--- src/ptts_pkg.sv ---
package ptts_pkg;

  typedef enum logic [1:0] {
    FUNC_ADD      = 2'd0,
    FUNC_TICK     = 2'd1,
    FUNC_DISPATCH = 2'd2,
    FUNC_DELETE   = 2'd3
  } func_t;

  typedef enum logic [1:0] {
    ST_ADDED   = 2'd0,
    ST_FULL    = 2'd1,
    ST_RUN     = 2'd2,
    ST_NONE    = 2'd3
  } status_t;

  typedef struct packed {
    logic [1:0]  func;
    logic [31:0] first_delay;
    logic [31:0] repeat_period;
    logic [7:0]  task_handle;
    logic [3:0]  slot_select;
  } in_item_t;

  typedef struct packed {
    logic [1:0] status;
    logic [3:0] slot_number;
    logic [7:0] run_handle;
    logic       last;
  } out_item_t;

  localparam int unsigned MAX_RESULTS = 16;

  typedef enum logic [1:0] {
    EX_IDLE,
    EX_WALK,
    EX_EMIT
  } ex_state_t;

endpackage

--- src/periodic_task_table_scheduler_top.sv ---
// Periodic task table scheduler.
// An accepted item passes the two-entry queue and is latched by the back end, which runs it:
// add registers its result, delete frees the selected slot, tick walks every slot. Dispatch
// walks one slot per cycle while no held result waits on a stalled output, up to the table
// end or MAX_RESULTS results. Results of one dispatch are held back one slot. One item per
// back-end pass. Reset (rst_n low, synchronous): all slots free, queue/output empty.
module periodic_task_table_scheduler_top
  import ptts_pkg::*;
#(
  parameter int unsigned TASK_SLOTS = 16
) (
  input  logic      clk,
  input  logic      rst_n,
  input  logic      in_valid,
  output logic      in_ready,
  input  in_item_t  in_data,
  output logic      out_valid,
  input  logic      out_ready,
  output out_item_t out_data
);

  logic     q_valid, q_ready;
  in_item_t q_item;

  // Front: queue of accepted transfers
  ptts_queue u_queue (
    .clk      (clk),
    .rst_n    (rst_n),
    .wr_valid (in_valid),
    .wr_ready (in_ready),
    .wr_item  (in_data),
    .rd_valid (q_valid),
    .rd_ready (q_ready),
    .rd_item  (q_item)
  );

  // Back: slot table and sequencer
  ptts_exec #(.TASK_SLOTS(TASK_SLOTS)) u_exec (
    .clk       (clk),
    .rst_n     (rst_n),
    .cmd_valid (q_valid),
    .cmd_ready (q_ready),
    .cmd       (q_item),
    .out_valid (out_valid),
    .out_ready (out_ready),
    .out_item  (out_data)
  );

endmodule

--- src/ptts_queue.sv ---
// Two-entry queue between the front and the back
module ptts_queue
  import ptts_pkg::*;
(
  input  logic     clk,
  input  logic     rst_n,
  input  logic     wr_valid,
  output logic     wr_ready,
  input  in_item_t wr_item,
  output logic     rd_valid,
  input  logic     rd_ready,
  output in_item_t rd_item
);

  in_item_t   mem_r [2];
  logic       wptr_r, rptr_r;
  logic [1:0] count_r;

  assign wr_ready = (count_r != 2'd2);
  assign rd_valid = (count_r != 2'd0);
  assign rd_item  = mem_r[rptr_r];

  always_ff @(posedge clk) begin
    if (wr_valid && wr_ready) begin
      mem_r[wptr_r] <= wr_item;
    end
  end

  always_ff @(posedge clk) begin
    if (!rst_n) begin
      wptr_r  <= 1'b0;
      rptr_r  <= 1'b0;
      count_r <= 2'd0;
    end else begin
      if (wr_valid && wr_ready) begin
        wptr_r <= ~wptr_r;
      end
      if (rd_valid && rd_ready) begin
        rptr_r <= ~rptr_r;
      end
      count_r <= count_r + {1'b0, wr_valid && wr_ready} - {1'b0, rd_valid && rd_ready};
    end
  end

endmodule

--- src/ptts_exec.sv ---
// Back end: walks the slot table one slot per cycle unless a held result is stalled
module ptts_exec
  import ptts_pkg::*;
#(
  parameter int unsigned TASK_SLOTS = 16
) (
  input  logic      clk,
  input  logic      rst_n,
  input  logic      cmd_valid,
  output logic      cmd_ready,
  input  in_item_t  cmd,
  output logic      out_valid,
  input  logic      out_ready,
  output out_item_t out_item
);

  localparam int unsigned SW = (TASK_SLOTS > 1) ? $clog2(TASK_SLOTS) : 1;
  localparam int unsigned CW = $clog2(TASK_SLOTS + 1);

  logic [TASK_SLOTS-1:0] used_r;
  logic [7:0]  handle_r  [TASK_SLOTS];
  logic [31:0] count_r   [TASK_SLOTS];
  logic [31:0] period_r  [TASK_SLOTS];
  logic [7:0]  pending_r [TASK_SLOTS];

  ex_state_t   state_r, state_nxt;
  in_item_t    op_r;
  logic [CW-1:0] idx_r, idx_nxt;
  logic [4:0]  nres_r, nres_nxt;
  logic        ovalid_r, ovalid_nxt;
  out_item_t   oitem_r, oitem_nxt;
  logic        hold_r, hold_nxt;
  out_item_t   hitem_r, hitem_nxt;

  logic [SW-1:0] s;
  logic        at_end, is_last_slot, due;
  logic        free_found;
  logic [SW-1:0] free_idx;
  logic        out_free;
  logic        take;

  assign s            = idx_r[SW-1:0];
  assign is_last_slot = (idx_r == CW'(TASK_SLOTS - 1));
  assign at_end       = (idx_r == CW'(TASK_SLOTS));
  assign due          = used_r[s] && (pending_r[s] != 8'd0);
  assign out_free     = !ovalid_r || out_ready;
  assign out_valid    = ovalid_r;
  assign out_item     = oitem_r;
  assign cmd_ready    = (state_r == EX_IDLE);

  // Dispatch takes the current due slot; a held result must leave first
  assign take = (state_r == EX_WALK) && (func_t'(op_r.func) == FUNC_DISPATCH)
                && !at_end && (nres_r != 5'(MAX_RESULTS)) && due
                && (!hold_r || out_free);

  // Lowest free slot
  always_comb begin
    free_found = 1'b0;
    free_idx   = '0;
    for (int i = TASK_SLOTS - 1; i >= 0; i--) begin
      if (!used_r[i]) begin
        free_found = 1'b1;
        free_idx   = SW'(i);
      end
    end
  end

  // Sequencer
  always_comb begin
    state_nxt  = state_r;
    idx_nxt    = idx_r;
    nres_nxt   = nres_r;
    ovalid_nxt = ovalid_r && !out_ready;
    oitem_nxt  = oitem_r;
    hold_nxt   = hold_r;
    hitem_nxt  = hitem_r;
    unique case (state_r)
      EX_IDLE: begin
        if (cmd_valid) begin
          idx_nxt  = '0;
          nres_nxt = '0;
          state_nxt = EX_WALK;
        end
      end
      EX_WALK: begin
        unique case (func_t'(op_r.func))
          FUNC_ADD: begin
            if (out_free) begin
              ovalid_nxt = 1'b1;
              oitem_nxt.last = 1'b1;
              if (free_found) begin
                oitem_nxt.status      = ST_ADDED;
                oitem_nxt.slot_number = 4'(free_idx);
                oitem_nxt.run_handle  = op_r.task_handle;
              end else begin
                oitem_nxt.status      = ST_FULL;
                oitem_nxt.slot_number = '0;
                oitem_nxt.run_handle  = '0;
              end
              state_nxt = EX_IDLE;
            end
          end
          FUNC_TICK: begin
            idx_nxt = idx_r + 1'b1;
            if (is_last_slot) state_nxt = EX_IDLE;
          end
          FUNC_DELETE: begin
            state_nxt = EX_IDLE;
          end
          FUNC_DISPATCH: begin
            // a held result goes out when the next due slot is taken, or with its last flag set at the walk end
            if (at_end || nres_r == 5'(MAX_RESULTS)) begin
              state_nxt = EX_EMIT;
            end else if (due) begin
              if (take) begin
                if (hold_r) begin
                  ovalid_nxt = 1'b1;
                  oitem_nxt  = hitem_r;
                end
                hold_nxt = 1'b1;
                hitem_nxt.status      = ST_RUN;
                hitem_nxt.slot_number = 4'(s);
                hitem_nxt.run_handle  = handle_r[s];
                hitem_nxt.last        = 1'b0;
                nres_nxt = nres_r + 1'b1;
                idx_nxt  = idx_r + 1'b1;
              end
            end else begin
              idx_nxt = idx_r + 1'b1;
            end
          end
          default: state_nxt = EX_IDLE;
        endcase
      end
      EX_EMIT: begin
        // final dispatch transfer: the held result with last set, or nothing due
        if (out_free) begin
          ovalid_nxt = 1'b1;
          if (hold_r) begin
            oitem_nxt      = hitem_r;
            oitem_nxt.last = 1'b1;
          end else begin
            oitem_nxt.status      = ST_NONE;
            oitem_nxt.slot_number = '0;
            oitem_nxt.run_handle  = '0;
            oitem_nxt.last        = 1'b1;
          end
          hold_nxt  = 1'b0;
          state_nxt = EX_IDLE;
        end
      end
      default: state_nxt = EX_IDLE;
    endcase
  end

  always_ff @(posedge clk) begin
    if (!rst_n) begin
      state_r  <= EX_IDLE;
      ovalid_r <= 1'b0;
      hold_r   <= 1'b0;
      idx_r    <= '0;
      nres_r   <= '0;
    end else begin
      state_r  <= state_nxt;
      ovalid_r <= ovalid_nxt;
      hold_r   <= hold_nxt;
      idx_r    <= idx_nxt;
      nres_r   <= nres_nxt;
    end
  end

  always_ff @(posedge clk) begin
    oitem_r <= oitem_nxt;
    hitem_r <= hitem_nxt;
    if (state_r == EX_IDLE && cmd_valid) begin
      op_r <= cmd;
    end
  end

  // Slot table updates
  always_ff @(posedge clk) begin
    if (!rst_n) begin
      used_r <= '0;
    end else if (state_r == EX_WALK) begin
      unique case (func_t'(op_r.func))
        FUNC_ADD: begin
          if (out_free && free_found) begin
            used_r[free_idx] <= 1'b1;
          end
        end
        FUNC_DELETE: begin
          if (32'(op_r.slot_select) < TASK_SLOTS) begin
            used_r[SW'(op_r.slot_select)] <= 1'b0;
          end
        end
        FUNC_DISPATCH: begin
          if (take && period_r[s] == 32'd0) begin
            used_r[s] <= 1'b0;
          end
        end
        default: ;
      endcase
    end
  end

  always_ff @(posedge clk) begin
    if (state_r == EX_WALK) begin
      unique case (func_t'(op_r.func))
        FUNC_ADD: begin
          if (out_free && free_found) begin
            handle_r[free_idx]  <= op_r.task_handle;
            count_r[free_idx]   <= op_r.first_delay;
            period_r[free_idx]  <= op_r.repeat_period;
            pending_r[free_idx] <= 8'd0;
          end
        end
        FUNC_TICK: begin
          if (used_r[s]) begin
            if (count_r[s] != 32'd0) begin
              count_r[s] <= count_r[s] - 32'd1;
            end else begin
              count_r[s] <= period_r[s];
              if (pending_r[s] != 8'hFF) pending_r[s] <= pending_r[s] + 8'd1;
            end
          end
        end
        FUNC_DISPATCH: begin
          if (take) begin
            pending_r[s] <= pending_r[s] - 8'd1;
          end
        end
        default: ;
      endcase
    end
  end

endmodule
--- config.mk ---
export PLATFORM = sky130hd
export DESIGN_NAME = periodic_task_table_scheduler_top
export DESIGN_NICKNAME = d
export VERILOG_FILES = /design/src/ptts_pkg.sv /design/src/periodic_task_table_scheduler_top.sv /design/src/ptts_queue.sv /design/src/ptts_exec.sv
export SDC_FILE = /design/constraint.sdc
export NUM_CORES = 1
export LEC_CHECK = 0
export BUFFER_PORTS_ARGS = -buffer_cell sky130_fd_sc_hd__buf_2
export CAP_MARGIN = 10
export CORE_ASPECT_RATIO = 0.7
export CORE_MARGIN = 5
export CORE_UTILIZATION = 55
export CTS_BUF_LIST = sky130_fd_sc_hd__clkbuf_2 sky130_fd_sc_hd__clkbuf_4 sky130_fd_sc_hd__clkbuf_8
export DETAILED_ROUTE_END_ITERATION = 10
export PLACE_DENSITY_LB_ADDON = 0.15
export SKIP_LAST_GASP = 1
export SLEW_MARGIN = 40
export SYNTH_ARGS = -nofsm -noshare
export SYNTH_HDL_FRONTEND = slang
export SYNTH_SLANG_ARGS = --single-unit
--- constraint.sdc ---
create_clock -name clk -period 5.9 [get_ports clk]
set_input_delay 0.885 -clock clk [delete_from_list [all_inputs] [get_ports clk]]
set_output_delay 0.885 -clock clk [all_outputs]
set_load 0.02 [all_outputs]
# --- Yosys cells after proc, flatten, opt, wreduce, memory -nomap -nowiden ---
# Memories as Yosys holds them, arrays and structs flattened. A register that Yosys moved wholly into a read port is not among the register bits.
# Index checks and enable logic that the tools add are counted.
# W data, S select, Z words.
word_totals:
  ff_bits: 53
  ram_bits: 1436
  out_inout_bits: 17
  elab_cells: 233
  n_memories: 5
memory_table:
  columns: ["memory", "depth", "word_bits", "read_ports", "rd_clocked_by_memory_dff", "write_ports", "line_no", "text"]
  rows:
  - ["u_exec.count_r", 16, 32, 1, 1, 1, "ptts_exec.sv:22", "logic [31:0] count_r [TASK_SLOTS];"]
  - ["u_exec.period_r", 16, 32, 1, 1, 1, "ptts_exec.sv:23", "logic [31:0] period_r [TASK_SLOTS];"]
  - ["u_queue.mem_r", 2, 78, 1, 1, 1, "ptts_queue.sv:15", "in_item_t mem_r [2];"]
  - ["u_exec.handle_r", 16, 8, 1, 1, 1, "ptts_exec.sv:21", "logic [7:0] handle_r [TASK_SLOTS];"]
  - ["u_exec.pending_r", 16, 8, 1, 1, 1, "ptts_exec.sv:24", "logic [7:0] pending_r [TASK_SLOTS];"]
classes:
  n_addsub: 7
  order_cmp: 6
  eq_ne: 29
  muxes: 123
  bitwise_logic: 10
  n_reduce_logical: 39
op_table:
  columns: ["operator", "count"]
  rows:
  - ["$mux W4", 24]
  - ["$mux W15", 6]
  - ["$mux W32", 2]
  - ["$pmux W15 S2", 2]
  - ["$mux W1", 58]
  - ["$pmux W16 S3", 1]
  - ["$mux W5", 8]
  - ["$and A16 B16 Y16", 2]
  - ["$logic_not A32 Y1", 1]
  - ["$mux W16", 2]
  - ["$not A16 Y16", 2]
  - ["$reduce_bool A32 Y1", 1]
  - ["$reduce_or A32 Y1", 1]
  - ["$sub A32 B1 Y32 const B", 1]
  - ["$pmux W5 S2", 3]
  - ["$mux W8", 2]
  - ["$or A16 B16 Y16", 1]
  - ["$lt A4 B5 Y1 const B", 3]
  - ["$ne A3 B2 Y1 const B", 5]
  - ["$logic_and A1 B1 Y1", 14]
  - ["$mux W14", 1]
  - ["$mux W13", 1]
  - ["$demux W1 S4", 3]
  - ["$ge A4 B1 Y1 const B", 3]
  - ["34 further kinds", 67]

# --- Depth between registers and ports, before layout ---
depth:
  word_depth: 23
  mapped_depth: 24

# --- Cells and area by module ---
# Synthesis repeated with hierarchy kept, for this count alone.
hier_totals:
  hier_cells: 3232
  hier_area_um2: 63398.3
modules_own_cells:
  columns: ["mod", "instances", "cells_per_inst", "area_per_inst_um2"]
  rows:
  - ["ptts_exec", 1, 2965, 57456.4]
  - ["ptts_queue", 1, 267, 5941.9]

# --- Worst setup path before layout ---
# OpenSTA, ideal clock, no wires.
synth_path:
  path_kind: "reg2reg"
  start: "register with a tool-made name"
  end: "memory u_exec.count_r[0][22], data pin"
  arrival_time_ns: 5.139
  required_time_ns: 5.570
  slack_ns: 0.431
  stages_incl_launch_ff: 22
  path_cell_list: "dfxtp_1 > buf_2 > buf_4 > buf_2 > buf_4 > buf_4 > buf_2 > buf_2 > buf_2 > buf_2 > buf_2 > buf_2 > mux4_2 > inv_1 > ha_1 > inv_1 > a2111oi_2 > nand4b_1 > nor3_1 > xor2_1 > nor2_1 > o21ai_0"
synth_rtl:
  columns: ["element", "line_no"]
  rows:
  - ["to (decl)", "ptts_exec.sv:22"]

==> impl_results.md <==
* Critical path class: reg2reg
* Top cells by area, synth: edfxtp_1 74%, mux4_2 11%, mux2_2 1.5%
* First-pass GRT wire length at 219,000 microns
* IO buf count at 98
* Worst Tran Pin Value at 876 ps
* Synth warnings at 0
* Final Hold Fails at 0
* Yosys reg bits at 1,579
* Initial antenna violation count at 3
* Final worst slack at 399 ps
* Routed vias/inst at 6.37
* DR WL/cell at 29.3 microns
* P per Cell Area at 400 nW/um^2
* Std cell rows at 103
* Fin nets at 3,514
* Post-synthesis cell count at 3,117
* Post-synth top flop: edfxtp_1
* Gr usage total at 24.9%
* Critical path's slowest cell: dfxtp_4
* Detailed Routing Iterations Pass 1 at 5
* Io pins at 99
* Worst EP required at 6610 ps
* Tcrit/Tclk final at 93.2%
* Most used cell, CP: buf_4
* Num CTS Buffers at 220
* Post-synthesis sequential area ratio at 75.2%
* Max-slew headroom at the worst pin at 41.1%
* Largest net degree at the start of global routing at 103
* Syn Area/Cell at 20.1 sq um
* Most frequent cell after synthesis: edfxtp_1
* Post-synth top area share at 74.0%
* DRC violations left at 0
* Setup crit end kind: flip-flop
* Status: completed
* Async SR Flop Fraction at 0%
* Resized Gates After CTS at 0
* Vias at 32,600
* Starting Density at 55.4%
* Cell taking the most area after synthesis: edfxtp_1
* Worst path buffer plus inverter count at 4
* P_leak at 0.0222 uW
* Place WS at 560 ps
* Worst Hold Class: in2reg
* Slew Viols, Final at 0
* Critical path arrival at 6210 ps
* CORE AREA at 113,000 sq um
* Setup Viol. Count Final at 0
* Mapped Area at 62,600 sq um
* Setup_tns at 0 ps
* Post-Route WL at 150,000 microns
* Worst VDD drop at 0.248 mV
* Critical path, cell by cell: buf_12 -> mux4_1 -> nor3b_1 -> o211ai_1 -> a211o_1 -> or4_1 -> or3_1 -> o21ai_4 -> buf_4 -> inv_1 -> nor2_1 -> buf_4
* Hold bufs inserted after CTS at 0
* Crit-path max FO at 36
* Slack of the worst reg-to-reg path at 400 ps
* Area added between synthesis and finish at 12.4%
* Initial DRC Count at 3,878
* Root buffer cell: clkbuf_8
* Antenna viol nets, final at 0
* Top Family by Delay on Critical Path: simple AND/OR/NAND/NOR gates
* Fmax at 182 MHz
* Die Wd at 413 microns
* Reg clk slew, reported paths at 60 ps
* Critical Path Start Type: flip-flop
* Clk_lat worst skew at 920 ps
* Unrepaired setup endpoints after global routing: false
* Max clock buf depth at 3
* Total grt overflow at 0
* DIE AREA at 121,000 sq um
* Vias in the first global route at 32,400
* Post-CTS setup buffer count at 0
* Post-detail-place hpwl at 88,900 microns
* Htree depth at 4
* Synth cell types at 75
* MaxCap Viol Count at 0
* Final setup skew at 49.1 ps
* Final Critical Period at 5500 ps
* Die H at 292 microns
* Delay of the slowest cell on the worst path at 660 ps
* Final Wtd Congestion at 0.907
* Commonest cells in the netlist: 1,541 x edfxtp_1, 319 x mux4_2, 144 x nand2_1, 113 x nor2_1, 81 x mux2_2
* Share of cells above drive strength 1 at 30.8%
* Syn_nets at 3,222
* Post-synth EDFFs at 1,541
* TritonCTS clock tree: built
* Clock sinks at 1,579
[final timing paths]
path              startpoint                 endpoint  depth (start not counted)
min              in_data[34]     u_queue.mem_r[1][34]                          1
min reg2reg  u_exec.idx_r[4]          u_exec.idx_r[4]                          2
max                flip-flop  u_exec.pending_r[10][0]                         12
max reg2reg        flip-flop  u_exec.pending_r[10][0]                         12
[routing by layer]
metal / global-route usage [%] / vias to the layer above / wire (microns)
met4: 6.14 / 0 / 2950
met5: 0 / - / 0
li1: - / 13500 / -
met1: 39.4 / 17000 / 66000
met2: 36.4 / 1763 / 66800
met3: 4.85 / 240 / 13900
[registers in the layout, summed over array words and instances (netlist names), 2 cells and up, named ones only]
signal and flops:
u_exec.out_item 15, u_exec.used_r 16, u_exec.op_r 78, u_exec.idx_r 5, u_exec.count_r 512, u_queue.mem_r 156, u_exec.hitem_r 12, u_exec.pending_r 128
u_exec.state_r 2, u_exec.nres_r 5, u_exec.handle_r 128, u_exec.period_r 512, u_queue.count_r 2
[final cells by class]
type | count | area [sq um]
multi-input combinational | 1343 | 15200
clock buffer | 299 | 3640
clock inverter | 103 | 664
fill | 7850 | 42500
tap | 1522 | 1900
timing repair buffer | 230 | 1730
inverter | 35 | 136
antenna | 2 | 5.00
sequential | 1579 | 47100
[per-stage QoR]
stage               hold WS, ps  utilization [%]  instance area, sq um  cells  total power, uW
floorplan                   429                -                 62600   3117            18200
global placement            473             58.0                 65500   4700            19800
detailed placement          483             58.4                 65900   4709            20000
CTS                        60.1             62.2                 70300   5111            28300
global route                103             62.3                 70300   5113            29300
finish                      171             62.3                 70300   5113            28100
[worst reg2reg max path, stage by stage (launching register included)]
cell and delay (ps):
dfxtp_4 660, buf_12 330, mux4_1 650, nor3b_1 300, o211ai_1 180, a211o_1 350, or4_1 590, or3_1 570
o21ai_4 270, buf_4 520, inv_1 270, nor2_1 340, buf_4 270
[cell usage in the layout (no fill, tap or decap), types with 12 or more instances in the layout]
| cell type | netlist | layout |
|---|---|---|
| buf_4 | 13 | 109 |
| mux2_2 | 81 | 81 |
| mux4_2 | 319 | 319 |
| nor2_1 | 113 | 77 |
| o211ai_1 | 12 | 12 |
| a22oi_1 | 62 | 62 |
| inv_1 | 34 | 33 |
| mux2i_1 | 53 | 52 |
| nand2_1 | 144 | 144 |
| mux4_1 | 30 | 30 |
| nand3_1 | 38 | 38 |
| o21ai_2 | 1 | 22 |
| clkinv_2 | 0 | 27 |
| nor3b_1 | 13 | 13 |
| and2_1 | 14 | 13 |
| dfxtp_1 | 38 | 30 |
| o21ai_0 | 67 | 45 |
| ha_1 | 23 | 22 |
| nor4_1 | 17 | 17 |
| nor3_1 | 44 | 41 |
| nor2_4 | 0 | 34 |
| buf_2 | 33 | 99 |
| clkbuf_8 | 0 | 223 |
| nor2b_1 | 22 | 20 |
| edfxtp_1 | 1541 | 1541 |
| a21oi_1 | 48 | 48 |
| o31ai_4 | 1 | 15 |
| clkinv_1 | 0 | 55 |
| xnor2_1 | 30 | 30 |
| nand4_1 | 20 | 20 |
| clkbuf_4 | 0 | 76 |
[power by group]
part           leakage (uW)  internal, uW  switching [uW]
clock               0.00228          4240            4080
sequential           0.0145         14100             783
combinational       0.00545          1910            2990
[cells by family (layout without fill, tap and decap cells)]
family,count (synthesis),in the layout,share of synthesized area (%)
buffers and inverters,195,667,1.48
adders and majority gates,24,24,0.476
muxes,484,484,15.1
DFF,1579,1579,75.2
xor gates and xnor gates,41,41,0.574
AOI/OAI and AO/OA,314,314,3.49
and+or+nand+nor,480,480,3.72
other,0,2,0
(Power assumes the default switching activity.)
